==> config.mk <==
export PLATFORM = sky130hd
export DESIGN_NAME = infix_to_postfix_converter_unit_flat
export DESIGN_NICKNAME = d
export VERILOG_FILES = /design/src/rtl/itpc_pkg.sv /design/src/rtl/itpc_if.sv /design/src/rtl/itpc_ram.sv /design/src/rtl/itpc_ctrl.sv /design/src/rtl/itpc_datapath.sv /design/src/rtl/infix_to_postfix_converter_unit.sv /design/src/flat_wrapper.sv
export SDC_FILE = /design/constraint.sdc
export NUM_CORES = 1
export LEC_CHECK = 0
export ABC_AREA = 0
export BUFFER_PORTS_ARGS = -buffer_cell sky130_fd_sc_hd__buf_2
export CAP_MARGIN = 25
export CORE_UTILIZATION = 45
export DETAILED_ROUTE_END_ITERATION = 10
export HOLD_SLACK_MARGIN = 0.06
export PLACE_DENSITY = 0.6
export SLEW_MARGIN = 20
export SYNTH_ARGS = -nofsm -noshare
export SYNTH_HDL_FRONTEND = slang
export SYNTH_HIERARCHICAL = 1
export SYNTH_SLANG_ARGS = --single-unit
==> constraint.sdc <==
create_clock -name clk -period 15.75 [get_ports clk]
set_clock_uncertainty 0.1 [all_clocks]
set_input_delay 0.7875 -clock clk [delete_from_list [all_inputs] [get_ports clk]]
set_output_delay 0.7875 -clock clk [all_outputs]
set_load 0.1 [all_outputs]
==> src/rtl/itpc_pkg.sv <==
`timescale 1ns / 1ps

package itpc_pkg;

  typedef enum logic [2:0] {
    CLS_NONE     = 3'd0,
    CLS_OPERAND  = 3'd1,
    CLS_OPERATOR = 3'd2,
    CLS_OPEN     = 3'd3,
    CLS_CLOSE    = 3'd4
  } cls_t;

  typedef enum logic [2:0] {
    OPC_NONE = 3'd0,
    OPC_OPEN = 3'd1,
    OPC_ADD  = 3'd2,
    OPC_SUB  = 3'd3,
    OPC_MUL  = 3'd4,
    OPC_DIV  = 3'd5
  } opc_t;

  typedef enum logic [1:0] {
    ST_OK       = 2'd0,
    ST_INVALID  = 2'd1,
    ST_OVERFLOW = 2'd2
  } status_t;

  typedef enum logic [2:0] {
    S_IDLE,
    S_EVAL,
    S_CLOSE_POP,
    S_OP_POP,
    S_FINISH,
    S_FLUSH,
    S_CLOSE_RES
  } state_t;

  localparam logic [7:0] CHAR_SPACE = 8'h20;
  localparam logic [7:0] CHAR_OPEN  = 8'h28;
  localparam logic [7:0] CHAR_CLOSE = 8'h29;
  localparam logic [7:0] CHAR_MUL   = 8'h2A;
  localparam logic [7:0] CHAR_ADD   = 8'h2B;
  localparam logic [7:0] CHAR_SUB   = 8'h2D;
  localparam logic [7:0] CHAR_DIV   = 8'h2F;

  // status from datapath to controller
  typedef struct packed {
    logic err_set;
    logic is_space;
    logic bad;
    cls_t cls;
    logic eoe;
    logic stack_empty;
    logic top_is_open;
    logic op_stops;
    logic out_free;
  } itpc_stat_t;

  // commands from controller to datapath
  typedef struct packed {
    logic in_ready;
    logic latch;
    logic commit;
    logic set_invalid;
    logic push;
    logic emit_letter;
    logic pop_emit;
    logic pop_drop;
    logic end_check;
    logic emit_close;
  } itpc_cmd_t;

  function automatic cls_t classify(input logic [7:0] c);
    cls_t r;
    r = CLS_NONE;
    if ((c >= 8'h61 && c <= 8'h7A) || (c >= 8'h41 && c <= 8'h5A)) begin
      r = CLS_OPERAND;
    end else if (c == CHAR_ADD || c == CHAR_SUB || c == CHAR_MUL || c == CHAR_DIV) begin
      r = CLS_OPERATOR;
    end else if (c == CHAR_OPEN) begin
      r = CLS_OPEN;
    end else if (c == CHAR_CLOSE) begin
      r = CLS_CLOSE;
    end
    return r;
  endfunction

  function automatic opc_t code_of(input logic [7:0] c);
    opc_t r;
    case (c)
      CHAR_ADD:  r = OPC_ADD;
      CHAR_SUB:  r = OPC_SUB;
      CHAR_MUL:  r = OPC_MUL;
      CHAR_DIV:  r = OPC_DIV;
      CHAR_OPEN: r = OPC_OPEN;
      default:   r = OPC_NONE;
    endcase
    return r;
  endfunction

  function automatic logic [7:0] char_of(input opc_t o);
    logic [7:0] r;
    unique case (o)
      OPC_OPEN: r = CHAR_OPEN;
      OPC_ADD:  r = CHAR_ADD;
      OPC_SUB:  r = CHAR_SUB;
      OPC_MUL:  r = CHAR_MUL;
      OPC_DIV:  r = CHAR_DIV;
      default:  r = 8'h00;
    endcase
    return r;
  endfunction

  function automatic logic prec_of(input opc_t o);
    return (o == OPC_MUL || o == OPC_DIV);
  endfunction

  function automatic logic order_ok(input cls_t cls, input cls_t prev, input logic seen);
    logic r;
    if (!seen) begin
      r = (cls == CLS_OPERAND || cls == CLS_OPEN);
    end else begin
      unique case (cls)
        CLS_OPERATOR: r = !(prev == CLS_OPERATOR || prev == CLS_OPEN);
        CLS_OPERAND:  r = !(prev == CLS_OPERAND || prev == CLS_CLOSE);
        CLS_OPEN:     r = !(prev == CLS_CLOSE || prev == CLS_OPERAND);
        CLS_CLOSE:    r = (prev != CLS_OPEN);
        default:      r = 1'b0;
      endcase
    end
    return r;
  endfunction

endpackage

==> src/rtl/itpc_if.sv <==
`timescale 1ns / 1ps

interface itpc_in_if;
  logic       valid;
  logic       ready;
  logic [7:0] character;
  logic       end_of_expression;

  modport source (output valid, character, end_of_expression, input ready);
  modport sink (input valid, character, end_of_expression, output ready);
endinterface

interface itpc_out_if;
  logic       valid;
  logic       ready;
  logic       token_present;
  logic [7:0] token;
  logic       end_of_result;
  logic [1:0] status;

  modport source (output valid, token_present, token, end_of_result, status, input ready);
  modport sink (input valid, token_present, token, end_of_result, status, output ready);
endinterface

==> src/rtl/itpc_ram.sv <==
`timescale 1ns / 1ps

module itpc_ram #(
  parameter int WIDTH = 3,
  parameter int DEPTH = 32
) (
  input  logic                     clk,
  input  logic                     wr_en,
  input  logic [$clog2(DEPTH)-1:0] wr_addr,
  input  logic [WIDTH-1:0]         wr_data,
  input  logic [$clog2(DEPTH)-1:0] rd_addr,
  output logic [WIDTH-1:0]         rd_data
);

  logic [WIDTH-1:0] mem [DEPTH];

  // read-first on a same-address collision
  always_ff @(posedge clk) begin
    if (wr_en) begin
      mem[wr_addr] <= wr_data;
    end
    rd_data <= mem[rd_addr];
  end

endmodule

==> src/rtl/itpc_ctrl.sv <==
`timescale 1ns / 1ps

module itpc_ctrl (
  input  logic                clk,
  input  logic                rst,
  input  logic                char_valid,
  input  itpc_pkg::itpc_stat_t stat,
  output itpc_pkg::itpc_cmd_t  cmd
);

  itpc_pkg::state_t state, state_next;
  itpc_pkg::state_t char_done;

  assign char_done = stat.eoe ? itpc_pkg::S_FINISH : itpc_pkg::S_IDLE;

  always_ff @(posedge clk) begin
    if (rst) begin
      state <= itpc_pkg::S_IDLE;
    end else begin
      state <= state_next;
    end
  end

  // next state
  always_comb begin
    state_next = state;
    unique case (state)
      itpc_pkg::S_IDLE: begin
        if (char_valid) state_next = itpc_pkg::S_EVAL;
      end
      itpc_pkg::S_EVAL: begin
        if (stat.err_set || stat.is_space || stat.bad) begin
          state_next = char_done;
        end else begin
          unique case (stat.cls)
            itpc_pkg::CLS_OPERAND:  if (stat.out_free) state_next = char_done;
            itpc_pkg::CLS_OPEN:     state_next = char_done;
            itpc_pkg::CLS_CLOSE:    state_next = itpc_pkg::S_CLOSE_POP;
            itpc_pkg::CLS_OPERATOR: state_next = itpc_pkg::S_OP_POP;
            default:                state_next = char_done;
          endcase
        end
      end
      itpc_pkg::S_CLOSE_POP: begin
        if (stat.stack_empty || stat.top_is_open) state_next = char_done;
      end
      itpc_pkg::S_OP_POP: begin
        if (stat.stack_empty || stat.op_stops) state_next = char_done;
      end
      itpc_pkg::S_FINISH: state_next = itpc_pkg::S_FLUSH;
      itpc_pkg::S_FLUSH: begin
        if (stat.err_set || stat.stack_empty) state_next = itpc_pkg::S_CLOSE_RES;
      end
      itpc_pkg::S_CLOSE_RES: begin
        if (stat.out_free) state_next = itpc_pkg::S_IDLE;
      end
      default: state_next = itpc_pkg::S_IDLE;
    endcase
  end

  // outputs
  always_comb begin
    cmd = '0;
    unique case (state)
      itpc_pkg::S_IDLE: begin
        cmd.in_ready = 1'b1;
        cmd.latch    = char_valid;
      end
      itpc_pkg::S_EVAL: begin
        if (!(stat.err_set || stat.is_space)) begin
          if (stat.bad) begin
            cmd.set_invalid = 1'b1;
          end else begin
            unique case (stat.cls) inside
              itpc_pkg::CLS_OPERAND: begin
                cmd.commit      = stat.out_free;
                cmd.emit_letter = stat.out_free;
              end
              itpc_pkg::CLS_OPEN: begin
                cmd.commit = 1'b1;
                cmd.push   = 1'b1;
              end
              itpc_pkg::CLS_CLOSE,
              itpc_pkg::CLS_OPERATOR: cmd.commit = 1'b1;
              default: ;
            endcase
          end
        end
      end
      itpc_pkg::S_CLOSE_POP: begin
        if (!stat.stack_empty) begin
          if (stat.top_is_open) cmd.pop_drop = 1'b1;
          else                  cmd.pop_emit = stat.out_free;
        end
      end
      itpc_pkg::S_OP_POP: begin
        if (stat.stack_empty || stat.op_stops) cmd.push = 1'b1;
        else                                   cmd.pop_emit = stat.out_free;
      end
      itpc_pkg::S_FINISH: cmd.end_check = 1'b1;
      itpc_pkg::S_FLUSH: begin
        if (!stat.err_set && !stat.stack_empty) cmd.pop_emit = stat.out_free;
      end
      itpc_pkg::S_CLOSE_RES: cmd.emit_close = stat.out_free;
      default: ;
    endcase
  end

endmodule

==> src/rtl/itpc_datapath.sv <==
`timescale 1ns / 1ps

module itpc_datapath #(
  parameter int STACK_DEPTH = 32
) (
  input  logic                clk,
  input  logic                rst,
  input  logic [7:0]          character,
  input  logic                end_of_expression,
  input  itpc_pkg::itpc_cmd_t  cmd,
  output itpc_pkg::itpc_stat_t stat,
  output logic                res_valid,
  input  logic                res_ready,
  output logic                res_token_present,
  output logic [7:0]          res_token,
  output logic                res_end_of_result,
  output logic [1:0]          res_status
);

  localparam int ADDR_W = $clog2(STACK_DEPTH);
  localparam int CNT_W  = $clog2(STACK_DEPTH + 1);
  localparam int BAL_W  = $clog2(STACK_DEPTH + 2);

  logic [7:0]         char_reg;
  logic               eoe_reg;
  logic [CNT_W-1:0]   count, count_next, count_dec;
  logic [BAL_W-1:0]   balance;
  itpc_pkg::cls_t     prev_class;
  logic               seen_first;
  itpc_pkg::status_t  error_code;

  itpc_pkg::cls_t     cls;
  itpc_pkg::opc_t     char_code, top_code;
  logic               full, push_ok, out_free, out_load;
  logic [ADDR_W-1:0]  rd_addr;
  logic [2:0]         rd_data;

  assign cls       = itpc_pkg::classify(char_reg);
  assign char_code = itpc_pkg::code_of(char_reg);
  assign top_code  = itpc_pkg::opc_t'(rd_data);
  assign full      = (count == CNT_W'(STACK_DEPTH));
  assign push_ok   = cmd.push && !full;
  assign out_free  = !res_valid || res_ready;

  always_comb begin
    stat.err_set     = (error_code != itpc_pkg::ST_OK);
    stat.is_space    = (char_reg == itpc_pkg::CHAR_SPACE);
    stat.bad         = (cls == itpc_pkg::CLS_NONE) ||
                       (cls == itpc_pkg::CLS_CLOSE && balance == '0) ||
                       !itpc_pkg::order_ok(cls, prev_class, seen_first);
    stat.cls         = cls;
    stat.eoe         = eoe_reg;
    stat.stack_empty = (count == '0);
    stat.top_is_open = (top_code == itpc_pkg::OPC_OPEN);
    stat.op_stops    = (top_code == itpc_pkg::OPC_OPEN) ||
                       (itpc_pkg::prec_of(char_code) && !itpc_pkg::prec_of(top_code));
    stat.out_free    = out_free;
  end

  // stack depth, read address tracks the top of the next cycle
  always_comb begin
    count_next = count;
    if (cmd.emit_close) begin
      count_next = '0;
    end else if (push_ok) begin
      count_next = count + 1'b1;
    end else if (cmd.pop_emit || cmd.pop_drop) begin
      count_next = count - 1'b1;
    end
  end

  assign count_dec = count_next - 1'b1;
  assign rd_addr   = (count_next == '0) ? '0 : count_dec[ADDR_W-1:0];

  itpc_ram #(
    .WIDTH (3),
    .DEPTH (STACK_DEPTH)
  ) u_stack (
    .clk     (clk),
    .wr_en   (push_ok),
    .wr_addr (count[ADDR_W-1:0]),
    .wr_data ((cls == itpc_pkg::CLS_OPEN) ? itpc_pkg::OPC_OPEN : char_code),
    .rd_addr (rd_addr),
    .rd_data (rd_data)
  );

  always_ff @(posedge clk) begin
    if (cmd.latch) begin
      char_reg <= character;
      eoe_reg  <= end_of_expression;
    end
  end

  always_ff @(posedge clk) begin
    if (rst) begin
      count      <= '0;
      balance    <= '0;
      prev_class <= itpc_pkg::CLS_NONE;
      seen_first <= 1'b0;
      error_code <= itpc_pkg::ST_OK;
    end else begin
      count <= count_next;
      if (cmd.emit_close) begin
        balance    <= '0;
        prev_class <= itpc_pkg::CLS_NONE;
        seen_first <= 1'b0;
        error_code <= itpc_pkg::ST_OK;
      end else begin
        if (cmd.commit) begin
          prev_class <= cls;
          seen_first <= 1'b1;
          if (cls == itpc_pkg::CLS_OPEN)  balance <= balance + 1'b1;
          if (cls == itpc_pkg::CLS_CLOSE) balance <= balance - 1'b1;
        end
        if (cmd.set_invalid) begin
          error_code <= itpc_pkg::ST_INVALID;
        end else if (cmd.push && full) begin
          error_code <= itpc_pkg::ST_OVERFLOW;
        end else if (cmd.end_check && error_code == itpc_pkg::ST_OK &&
                     (balance != '0 || prev_class == itpc_pkg::CLS_OPERATOR ||
                      prev_class == itpc_pkg::CLS_OPEN)) begin
          error_code <= itpc_pkg::ST_INVALID;
        end
      end
    end
  end

  // output register
  assign out_load = cmd.emit_letter || cmd.pop_emit || cmd.emit_close;

  always_ff @(posedge clk) begin
    if (rst) begin
      res_valid <= 1'b0;
    end else if (out_load) begin
      res_valid <= 1'b1;
    end else if (res_ready) begin
      res_valid <= 1'b0;
    end
  end

  always_ff @(posedge clk) begin
    if (out_load) begin
      res_token_present <= !cmd.emit_close;
      res_end_of_result <= cmd.emit_close;
      res_status        <= cmd.emit_close ? error_code : itpc_pkg::ST_OK;
      if (cmd.emit_letter)   res_token <= char_reg;
      else if (cmd.pop_emit) res_token <= itpc_pkg::char_of(top_code);
      else                   res_token <= 8'h00;
    end
  end

endmodule

==> src/rtl/infix_to_postfix_converter_unit.sv <==
`timescale 1ns / 1ps

// channel  dir  payload                                       transfer
// expr     in   character[7:0], end_of_expression             valid && ready
// postfix  out  token_present, token[7:0], end_of_result,     valid && ready
//               status[1:0]
//
// one character at a time: each is latched in idle and then evaluated; ')' and
// operators go on to pop operators off the stack until the stop condition
// the last character adds a finish step, a flush that pops the operators left on
// the stack until it is empty, and the closing result
// rst is synchronous and clears the controller, the stack depth and the checks
// a stalled postfix holds the controller wherever it wants to emit

module infix_to_postfix_converter_unit #(
  parameter int STACK_DEPTH = 32
) (
  input  logic              clk,
  input  logic              rst,
  itpc_in_if.sink           expr,
  itpc_out_if.source        postfix
);

  itpc_pkg::itpc_cmd_t  cmd;
  itpc_pkg::itpc_stat_t stat;

  // ready only while the controller waits for a new character
  assign expr.ready = cmd.in_ready;

  // sequencer: one character walked through eval and the pop loops
  itpc_ctrl u_ctrl (
    .clk        (clk),
    .rst        (rst),
    .char_valid (expr.valid),
    .stat       (stat),
    .cmd        (cmd)
  );

  // operator stack, validity checks and the output register
  itpc_datapath #(
    .STACK_DEPTH (STACK_DEPTH)
  ) u_datapath (
    .clk               (clk),
    .rst               (rst),
    .character         (expr.character),
    .end_of_expression (expr.end_of_expression),
    .cmd               (cmd),
    .stat              (stat),
    .res_valid         (postfix.valid),
    .res_ready         (postfix.ready),
    .res_token_present (postfix.token_present),
    .res_token         (postfix.token),
    .res_end_of_result (postfix.end_of_result),
    .res_status        (postfix.status)
  );

endmodule

==> src/flat_wrapper.sv <==
// flat-port wrapper written by rule: the top's interface ports become plain ports
module infix_to_postfix_converter_unit_flat 
#(
  parameter int STACK_DEPTH = 32
)
  (clk, rst, expr_valid, expr_character, expr_end_of_expression, expr_ready, postfix_valid, postfix_token_present, postfix_token, postfix_end_of_result, postfix_status, postfix_ready);
  itpc_in_if expr_i ();
  itpc_out_if postfix_i ();
  input  logic clk;
  input  logic rst;
  input wire logic [$bits(expr_i.valid)-1:0] expr_valid;
  input wire logic [$bits(expr_i.character)-1:0] expr_character;
  input wire logic [$bits(expr_i.end_of_expression)-1:0] expr_end_of_expression;
  output wire logic [$bits(expr_i.ready)-1:0] expr_ready;
  output wire logic [$bits(postfix_i.valid)-1:0] postfix_valid;
  output wire logic [$bits(postfix_i.token_present)-1:0] postfix_token_present;
  output wire logic [$bits(postfix_i.token)-1:0] postfix_token;
  output wire logic [$bits(postfix_i.end_of_result)-1:0] postfix_end_of_result;
  output wire logic [$bits(postfix_i.status)-1:0] postfix_status;
  input wire logic [$bits(postfix_i.ready)-1:0] postfix_ready;
  assign expr_i.valid = expr_valid;
  assign expr_i.character = expr_character;
  assign expr_i.end_of_expression = expr_end_of_expression;
  assign expr_ready = expr_i.ready;
  assign postfix_valid = postfix_i.valid;
  assign postfix_token_present = postfix_i.token_present;
  assign postfix_token = postfix_i.token;
  assign postfix_end_of_result = postfix_i.end_of_result;
  assign postfix_status = postfix_i.status;
  assign postfix_i.ready = postfix_ready;
  infix_to_postfix_converter_unit #(.STACK_DEPTH(STACK_DEPTH)) u_core (.clk(clk), .rst(rst), .expr(expr_i), .postfix(postfix_i));
endmodule
Word level (Yosys, flattened, before mapping). Memories as Yosys holds them, arrays and structs flattened. A register that Yosys moved wholly into a read port is not among the register bits. Cells that the tools add are included.

Bits in writable memories: 96. Input port bits: 13. Memories kept: 1. Bits in registers: 43. Logic and storage cells: 174.

Memory list: u_core.u_datapath.u_stack.mem (words 32, width 3, rd ports 1, clocked after memory_dff 1, write ports 1, RTL line itpc_ram.sv:15) `logic [WIDTH-1:0] mem [DEPTH];`.

Magnitude comparators: 4. Mux-type cells: 55. Equality and inequality tests: 36. $add $sub $neg: 5. Reduce and logical (&&, ||, !) cells: 59.

Operators by type and width (number): $eq 8x6->1 const B (7); $mux 3 (13); $mux 6 (5); $pmux 6 s5 (1); $eq 3x3->1 const B (9); $eq 3x2->1 const B (8); $logic_or 1x1->1 (23); $pmux 3 s7 (1); $mux 1 (19); $logic_not 6->1 (3); $ge 8x7->1 const B (2); $le 8x7->1 const B (2); $mux 8 (2); $pmux 3 s5 (1); $add 6x1->6 const B (2); $eq 3x1->1 const B (4); $mux 2 (6); $sub 6x1->6 const B (2); $ne 2x2->1 const B (5); $logic_and 1x1->1 (9); $logic_not 1->1 (9); $pmux 3 s3 (1); $reduce_bool 2->1 (4); $eq 6x6->1 const B (1); 15 further kinds (20).

Depth between registers and ports, before layout.
Depth in word-level cells: 20. Gate-level depth with buffers: 23. Depth with buffers taken out: 20.

By module. Netlist, hierarchy kept.

Modules (own cells, without submodules): itpc_ram (times used 1, cells an instance 185, area an instance 3916.3 um^2); itpc_datapath (times used 1, cells an instance 260, area an instance 2378.5 um^2); itpc_ctrl (times used 1, cells an instance 54, area an instance 434.2 um^2).

Worst setup path after synthesis. No wires, ideal clock.

Path type: register -> register. Start point: register u_core.u_datapath.char_reg[7]. End point: register u_core.u_datapath.u_stack.rd_data[0], read port of u_core.u_datapath.u_stack.mem. Arrival: 5.014 ns. Cell stages (with the launch flop): 21. Path slack: 10.516 ns. Data required time: 15.529 ns. Cells stage by stage: edfxtp_1 -> nor4b_1 -> and2_1 -> buf_2 -> a21oi_1 -> o21ai_0 -> o21ai_0 -> nor3_1 -> nand3_1 -> o22ai_1 -> a21boi_2 -> a21oi_1 -> or2_2 -> ha_1 -> or2_2 -> o21ai_1 -> clkbuf_1 -> clkbuf_1 -> mux4_2 -> mux4_2 -> mux2_2.

RTL lines: start: declaration (RTL line itpc_datapath.sv:24) `logic [7:0] char_reg;`; start signal: assignment (RTL line itpc_datapath.sv:89) `char_reg <= character;`; end: declaration (RTL line itpc_ram.sv:12) `output logic [WIDTH-1:0] rd_data`.

==> results_dict.tcl <==
set metrics [dict create \
    grt_antenna_before_repair 0 \
    ff2ff_path_depth 20 \
    die_h_um 124 \
    largest_register_ffs 96 \
    reg2reg_to "u_core/u_datapath/u_stack/rd_data[0]" \
    cp-endpoint "u_core/u_datapath/u_stack/rd_data[0]" \
    final_nets 550 \
    synth_seq_cells 142 \
    finalCriticalPeriod_ns 6.02 \
    p_leak_nw 2.82 \
    synthAdderAreaFrac 0.0234 \
    drv_cap 0 \
    hold_class "reg -> reg" \
    cts.sinks 142 \
    p_clk_frac 0.477 \
    synth_top_flop_cell "edfxtp_1" \
    ir_drop_uv 77.2 \
    clk_pin_slew_worst_paths_ns 0.07 \
    instances_no_fill 722 \
    die_area_um2 15400 \
    min_period_over_period 0.382 \
    synth_area_leaders "edfxtp_1 (52%), mux4_2 (9.7%), dfxtp_1 (7.4%), nor2_1 (4.0%), ha_1 (2.0%)" \
    power_density_nw_per_um2 116 \
    synth-compound-area-share 0.0632 \
    internal_power_mw 0.681 \
    htree_num_levels 4 \
    fillers 1179 \
    p_sw_mw 0.208 \
    overflow 0 \
    cts_made_buffers 17 \
    syn_area_per_cell_um2 13.5 \
    place.gp.congestion 0.800 \
    synthMuxAreaShare 0.123 \
    power_frac_seq 0.470 \
    drtIter0Drc 335 \
    required_ns 15.96 \
    synth_top_family_by_area "simple AND/OR/NAND/NOR gates" \
    crit_start "u_core/u_datapath/char_reg[7]" \
    die_w_um 124 \
    synth_cell_type_count 66 \
    portBuffers 26 \
    synth-simple-area-share 0.146 \
    start_util 0.461 \
    setup.worst_path.class "reg -> reg" \
    synth_common_cells "edfxtp_1 (117), nor2_1 (71), mux4_2 (29)" \
    clock-root-buffer "clkbuf_16" \
    drt_wl_total_mm 14.1 \
    synth_cells 499 \
    syn_to_final_growth_pct 13.6 \
    n_antenna_cell 0 \
    critical_path_arrival_ns 6.22 \
    finalMaxSlewViolations 0 \
    async_reset_ff_frac 0 \
    post_cts_resized 0 \
    hold_violations 0 \
    setup_viol 0 \
    synthDominantCellAreaShare 0.522 \
    synth.cell_area_um2 6730 \
    io_pins 27 \
    slew_headroom 0.365 \
    status "finished, final reports clean" \
    syn_nets 524 \
    critPathCaptureType "flop" \
    comb_power_share 0.052 \
    dp.cells 687 \
    grt_max_degree 33 \
    ctsHoldBuffers 0 \
    hold_depth 2 \
    synth_xor_area_frac 0.0169 \
    dp_hpwl_mm 9.31 \
    rows 44 \
    core-area_um2 14600 \
    yosysTopAreaCell "edfxtp_1" \
    drive_gt1_frac 0.227 \
    cp-start-kind "flop" \
    cts_tree "done" \
    grt_pass1_vias 4095 \
    dr.pass1.iters 7 \
    drc 0 \
    switching_share 0.234 \
    tightest_slew_ns 0.953 \
    max_freq_ghz 0.166 \
    route.vias.total 4166 \
    track_usage 0.193 \
    yosysMostFrequentCell "edfxtp_1" \
    ant_nets 0 \
    postCtsSetupRepairBufs 0 \
    clk_latency_ns 0.42 \
    r2r_slack_ns 9.73 \
    routed_via_density 5.77 \
    setup_tns_ns 0 \
    rsz0062_at_grt "no" \
    reg2reg_from "u_core/u_datapath/char_reg[7]" \
    path_max_fanout 24 \
    seq_area_frac_synth 0.597 \
    grt_pass1_wl_mm 22.7 \
    cts_max_path_buffers 2 \
    synth_edf_count 117 \
    yosysWarningCount 6 \
    wl_per_cell_um 19.6 \
]
[layout make-up]
cell class                      instances  area, um^2  area share
Tap cell                              184         230      0.0301
Clock inverter                         15         196      0.0257
Clock buffer                           17         425      0.0557
Sequential cell                       142        4010       0.525
Multi-Input combinational cell        314        2520       0.330
Timing Repair Buffer                   34         193      0.0252
Inverter                               16        60.1     0.00786
[per-layer routing]
| metal | global-route usage | wire length (um) | vias up |
|---|---|---|---|
| met4 | 0.0510 | 203 | 0 |
| met1 | 0.269 | 6560 | 2096 |
| met2 | 0.299 | 6660 | 124 |
| li1 | - | - | 1928 |
| met5 | 0 | 0 | - |
| met3 | 0.0498 | 702 | 18 |
[critical path, cell delays in order, from the launching register on]
cell,delay (ns)
edfxtp_1,0.40
nor4b_1,0.43
and2_1,0.34
a21oi_1,0.16
o21ai_0,0.19
o21ai_0,0.16
nor3_1,0.24
nand3_1,0.16
o22ai_1,0.47
a21boi_2,0.46
nor3_1,0.13
xnor2_1,0.17
nand2_1,0.13
ha_1,0.24
nand4_2,0.10
nor2_1,0.09
a21boi_4,0.12
buf_4,0.42
mux4_2,0.59
mux4_2,0.51
mux2_2,0.28
[cells by family after synthesis]
family          count (synthesis)
buf+inv                        43
flops                         142
compound gates                 63
fa+ha+maj                      12
simple gates                  182
xor+xnor                       13
mux                            44
[worst min-delay path by stage]
stage                     slack [ns]                         start                            end
after floorplan                 0.35  u_core/u_datapath/seen_first   u_core/u_datapath/seen_first
after global placement          0.37  u_core/u_datapath/balance[5]   u_core/u_datapath/balance[5]
after detailed placement        0.40  u_core/u_datapath/balance[5]   u_core/u_datapath/balance[5]
after CTS                       0.41  u_core/u_datapath/balance[5]   u_core/u_datapath/balance[5]
after global routing            0.42             expr_character[1]  u_core/u_datapath/char_reg[1]
final                           0.40  u_core/u_datapath/balance[5]   u_core/u_datapath/balance[5]
[placed cells by master (no fill, tap or decap), types with 3 or more instances in the layout]
cell type and n:
nor2_1 71, xor2_1 6, nor2b_1 6, nand2b_1 6
mux2_2 4, dfxtp_1 25, and3_1 5, bufinv_16 3
nand2_1 21, a21oi_1 20, nor3_1 10, ha_1 11
buf_2 26, mux2i_1 9, nor4b_1 3, xnor2_1 7
or2_2 4, inv_6 6, nor3b_1 3, a31oi_1 5
inv_1 16, or3b_2 3, edfxtp_1 117, clkinv_4 3
and2_1 9, nand3b_1 7, buf_4 5, clkbuf_16 17
mux4_2 29, nand3_1 11, or3_1 4, o21ai_0 16
[power groups by stage]
| stage | combinational [mW] | clock, mW | sequential, mW |
|---|---|---|---|
| 6_report | 0.0466 | 0.424 | 0.418 |
| 5_1_grt | 0.0510 | 0.447 | 0.419 |
| 4_1_cts | 0.0467 | 0.430 | 0.418 |
| 3_5_place_dp | 0.0466 | 0 | 0.426 |
| 3_3_place_gp | 0.0459 | 0 | 0.426 |
| 2_1_floorplan | 0.0407 | 0 | 0.421 |
[per-stage QoR]
| stage | utilization | total power, mW | hold slack, ns | setup WS (ns) | area (um^2) |
|---|---|---|---|---|---|
| after floorplan | - | 0.461 | 0.354 | 10.52 | 6730 |
| after global placement | 0.480 | 0.472 | 0.371 | 10.00 | 7000 |
| after detailed placement | 0.480 | 0.472 | 0.403 | 9.82 | 7000 |
| after CTS | 0.522 | 0.894 | 0.412 | 9.76 | 7620 |
| after global routing | 0.524 | 0.917 | 0.423 | 9.24 | 7640 |
| final | 0.524 | 0.889 | 0.402 | 9.73 | 7640 |
Power figures use the tool's default switching activity.
